$ cat config.mk
export PLATFORM = sky130hd
export DESIGN_NAME = bhso_ctrl
export DESIGN_NICKNAME = d
export VERILOG_FILES = /design/src/hw/rtl/bhso_pkg.sv /design/src/hw/rtl/bhso_ctrl.sv
export SDC_FILE = /design/constraint.sdc
export NUM_CORES = 1
export LEC_CHECK = 0
export ABC_AREA = 1
export CAP_MARGIN = 20
export CORE_AREA = 8 8 45 47
export CTS_BUF_LIST = sky130_fd_sc_hd__clkbuf_4 sky130_fd_sc_hd__clkbuf_8
export DETAILED_ROUTE_END_ITERATION = 10
export DIE_AREA = 0 0 53 55
export DONT_BUFFER_PORTS = 1
export PLACE_DENSITY = 0.47
export SLEW_MARGIN = 0
export SYNTH_ARGS = -nofsm -noshare
export SYNTH_HDL_FRONTEND = slang
export SYNTH_SLANG_ARGS = --single-unit
$ cat constraint.sdc
create_clock -name clk -period 1.3 [get_ports clk]
set_clock_uncertainty 0.1 [all_clocks]
set_input_delay 0.26 -clock clk [delete_from_list [all_inputs] [get_ports clk]]
set_output_delay 0.26 -clock clk [all_outputs]
set_load 0.02 [all_outputs]
$ cat src/hw/rtl/bhso_pkg.sv
// shared constants, command codes and control structs for the byte histogram
// used by bhso_ctrl, bhso_datapath and byte_histogram_sorted_order
package bhso_pkg;

	// bin storage sizing
	localparam int SYMBOLS     = 256;
	localparam int COUNT_WIDTH = 32;
	localparam int SYM_W       = $clog2(SYMBOLS);
	localparam int REPORT_W    = 32;
	localparam int EXT_W       = (COUNT_WIDTH > REPORT_W) ? COUNT_WIDTH : REPORT_W;

	// command codes on the input channel
	localparam logic [2:0] CMD_ADD     = 3'd0;
	localparam logic [2:0] CMD_NEXT    = 3'd1;
	localparam logic [2:0] CMD_RESTART = 3'd2;
	localparam logic [2:0] CMD_READ    = 3'd3;
	localparam logic [2:0] CMD_CLEAR   = 3'd4;

	// controller to datapath commands
	typedef struct packed {
		logic latch_in;
		logic rd_en;
		logic rd_scan;
		logic wr_en;
		logic scan_start;
		logic scan_step;
		logic load_out;
		logic out_next;
		logic restart;
		logic clear;
	} bhso_cmd_t;

	// datapath to controller status
	typedef struct packed {
		logic scan_last;
		logic out_free;
	} bhso_sts_t;

	// clamp a bin count to the reported width
	function automatic logic [REPORT_W-1:0] report_count(input logic [COUNT_WIDTH-1:0] c);
		logic [EXT_W-1:0] ext;
		ext = EXT_W'(c);
		if (ext > EXT_W'({REPORT_W{1'b1}}))
			return '1;
		else
			return ext[REPORT_W-1:0];
	endfunction

endpackage

$ cat src/hw/rtl/bhso_ctrl.sv
// controller state machine: sequences add, read, scan and result hand-off
// depends on bhso_pkg
module bhso_ctrl
	import bhso_pkg::*;
(
	input  logic       clk,
	input  logic       arst_n,
	input  logic       in_valid,
	output logic       in_ready,
	input  logic [2:0] command,
	input  bhso_sts_t  sts,
	output bhso_cmd_t  cmd
);

	localparam logic [2:0] ST_IDLE   = 3'd0;
	localparam logic [2:0] ST_ADD    = 3'd1;
	localparam logic [2:0] ST_SCAN   = 3'd2;
	localparam logic [2:0] ST_DRAIN  = 3'd3;
	localparam logic [2:0] ST_RESULT = 3'd4;

	logic [2:0] state_q, state_d;
	logic       next_q, next_d;

	// next-state and command decode
	always_comb begin
		cmd      = '0;
		state_d  = state_q;
		next_d   = next_q;
		in_ready = 1'b0;
		cmd.out_next = next_q;
		case (state_q)
			ST_IDLE: begin
				in_ready = 1'b1;
				if (in_valid) begin
					cmd.latch_in = 1'b1;
					case (command)
						CMD_ADD: begin
							cmd.rd_en = 1'b1;
							state_d   = ST_ADD;
						end
						CMD_READ: begin
							cmd.rd_en = 1'b1;
							next_d    = 1'b0;
							state_d   = ST_RESULT;
						end
						CMD_NEXT: begin
							cmd.scan_start = 1'b1;
							next_d         = 1'b1;
							state_d        = ST_SCAN;
						end
						CMD_RESTART: cmd.restart = 1'b1;
						CMD_CLEAR:   cmd.clear   = 1'b1;
						default: ;
					endcase
				end
			end
			ST_ADD: begin
				cmd.wr_en = 1'b1;
				state_d   = ST_IDLE;
			end
			ST_SCAN: begin
				cmd.rd_en     = 1'b1;
				cmd.rd_scan   = 1'b1;
				cmd.scan_step = 1'b1;
				if (sts.scan_last)
					state_d = ST_DRAIN;
			end
			// last bin compares in this cycle
			ST_DRAIN: state_d = ST_RESULT;
			ST_RESULT: begin
				if (sts.out_free) begin
					cmd.load_out = 1'b1;
					state_d      = ST_IDLE;
				end
			end
			default: state_d = ST_IDLE;
		endcase
	end

	// state registers
	always_ff @(posedge clk or negedge arst_n) begin
		if (!arst_n) begin
			state_q <= ST_IDLE;
			next_q  <= 1'b0;
		end else begin
			state_q <= state_d;
			next_q  <= next_d;
		end
	end

endmodule

==> metrics.csv <==
metric,value,unit
Final Cycle Share,126,%
CTS tree,done,
Layout area overhead,92.2,%
Synth Register Bits,4,
row count,14,
largest family of logic cells by synthesized area,simple AND/OR/NAND/NOR gates,
latest clock arrival within the worst-skew pair,240,ps
pre-CTS setup slack,-108,ps
Mapped Area,368,um^2
area share of xor/xnor cells in the synthesized design,0,%
syn_nets,60,
final hold vios,0,
Inst Count DP,81,
WL final,1.10,mm
crit path from,state_q[0],
pwr dens,2240,mW/mm^2
Adder-Cell Fraction of Synth Area,0,%
Yosys top cell by area,dfrtp_1,
final worst setup slack,-332,ps
clk root buf,clkbuf_4,
peak supply drop,0.00112,V
Startpoint Class,flop,
worst reg2reg path depth,8,
Syn Area/Cell,7.07,um^2
filler instances,140,
Slew headroom,82.1,%
fin crit period,1630,ps
Die Wd,53,um
number of library cell types mapped by synthesis,18,
Die Y,55,um
hold path depth,3,
Mapped Cells,52,
"Reg clk slew, reported paths",40,ps
Starting Density,26.6,%
Synth area leaders,"dfrtp_1 27%, nand3_1 9.5%, nand2_1 9.2%",
unrepaired setup endpoints after global routing,true,
Reg area,100,um^2
number of DRC markers in iteration 0,0,
Compound-Gate Fraction of Synth Area,9.18,%
port buffer count,0,
worst hold path type,in2reg,
share of cells above drive strength 1,66.7,%
Routed Antenna Nets,0,
router iterations before antenna repair,1,
DPL Wire Length,841,um
ANT cells,0,
"non-filler cells, final",94,
r2r endpoint,next_q,
Yosys warning count,0,
Max Freq,0.613,GHz
drc violations,0,
CTS buffer count,3,
GP Congestion,0.748,
first-pass GRT wire length,1.96,mm
Leak Pwr,0.334,nW
status,finished with violations,
DR WL/cell,11.7,um
simple-gate share of the synthesized area,50.3,%
Core Region,0.00138,mm^2
CP arrival,1270,ps
worst r2r src,state_q[0],
Via density,4.53,
Final nets,88,
Yosys top cell area share,27.2,%
largest net degree at the start of global routing,7,
Worst R2R Setup Slack,-90,ps
Worst Path Max Fanout,4,
most frequent cells in the layout,"20 x buf_4, 6 x nand2_1, 5 x nand3_1",
antenna violations before repair,0,
CP Capture Type,primary output,
vias,426,
Final setup viols,14,
max-slew violations,0,
CP required,940,ps
total congestion overflow,0,
"Seq/Total Area, Yosys",27.2,%
CTS sink cnt,4,
Critical Path Sink,cmd[1],
"commonest non-fill, non-tap cell in the layout",buf_4,
I/O pin count,19,
vias in the first global route,471,
Tot GR Track Use,9.20,%
Die Footprint,0.00292,mm^2
Max Buffers Root-to-Sink,2,
max-cap viol count,0,
Tightest Pin Transition,268,ps
WS Path Type,reg2out,
number of H-tree levels,1,
multi-input logic area,309,um^2
mux share of post-synthesis cell area,0,%
failing checks,negative setup slack,
[logic make-up (layout without fill, tap and decap cells)]
logic type	Yosys count	after routing
DFF	4	4
and+or+nand+nor	31	31
buffers and inverters	11	37
AOI/OAI and AO/OA	6	6
[how the worst min path moves through the flow]
stage	from	endpoint
after global routing	sts[1]	state_q[1]
final	sts[1]	state_q[1]
after floorplan	arst_n	next_q
after detailed placement	arst_n	state_q[1]
after CTS	sts[1]	state_q[1]
after global placement	arst_n	state_q[2]
[critical path, stage by stage, from the launching register on]
cell	delay [ps]
dfrtp_1	400
nor2_4	140
nand2_4	80
inv_8	70
nand2_8	50
nor4_4	110
buf_4	170
[cells in the mapped netlist (all sizes together)]
cell type  number
buf             2
inv             9
dfrtp           4
nand3           8
nor3            1
a21oi           2
nor4            3
o21ai           4
nand2          11
nor2            8
[layer usage]
metal | GRT usage, % | vias to the layer above | share of wire, %
li1 | - | 221 | -
met1 | 9.16 | 188 | 37
met2 | 14.8 | 14 | 52
met3 | 4.55 | 3 | 9.3
met4 | 6.47 | 0 | 2.3
met5 | 0 | - | 0
[power by group]
group          leakage (nW)  switching [mW]  total [mW]  internal (mW)
registers            0.0530          0.0587       0.228          0.169
clock network        0.0138          0.0559       0.159          0.104
logic                 0.267           0.633        1.20          0.565
total                 0.334           0.747        1.58          0.837
[layout make-up]
class / count / share of cell area (%)
Timing Repair Buffer: 25 / 29.0
Clock buffer: 3 / 3.19
Tap cell: 16 / 2.83
Multi-Input combinational cell: 37 / 43.7
Inverter: 9 / 7.08
Sequential cell: 4 / 14.2
[repair_timing]
item                       in CTS  in global routing
resized for setup              12                  7
setup buffers                   9                  1
hold endpoints to repair        4                  0
setup endpoints to repair      12                 14
gates cloned                    0                  0
hold buffers                    1                  0
pin swaps                       8                  4
[state kept, by name, indices dropped and copies added, names as in the netlist]
name     flops
state_q      3
next_q       1
[per-stage QoR]
stage / power (mW) / setup TNS [ps] / hold slack (ps) / cell area [um^2] / utilization (%)
finish: 1.58 / -2830 / 146 / 707 / 51.1
global route: 1.70 / -3680 / 186 / 707 / 51.1
CTS: 1.53 / -3070 / 144 / 686 / 49.5
detailed placement: 1.09 / -464 / -135 / 541 / 39.1
global placement: 1.08 / -389 / -135 / 541 / 39.1
floorplan: 0.841 / -462 / -136 / 423 / -
No activity file was read; power rests on OpenSTA's default activity.
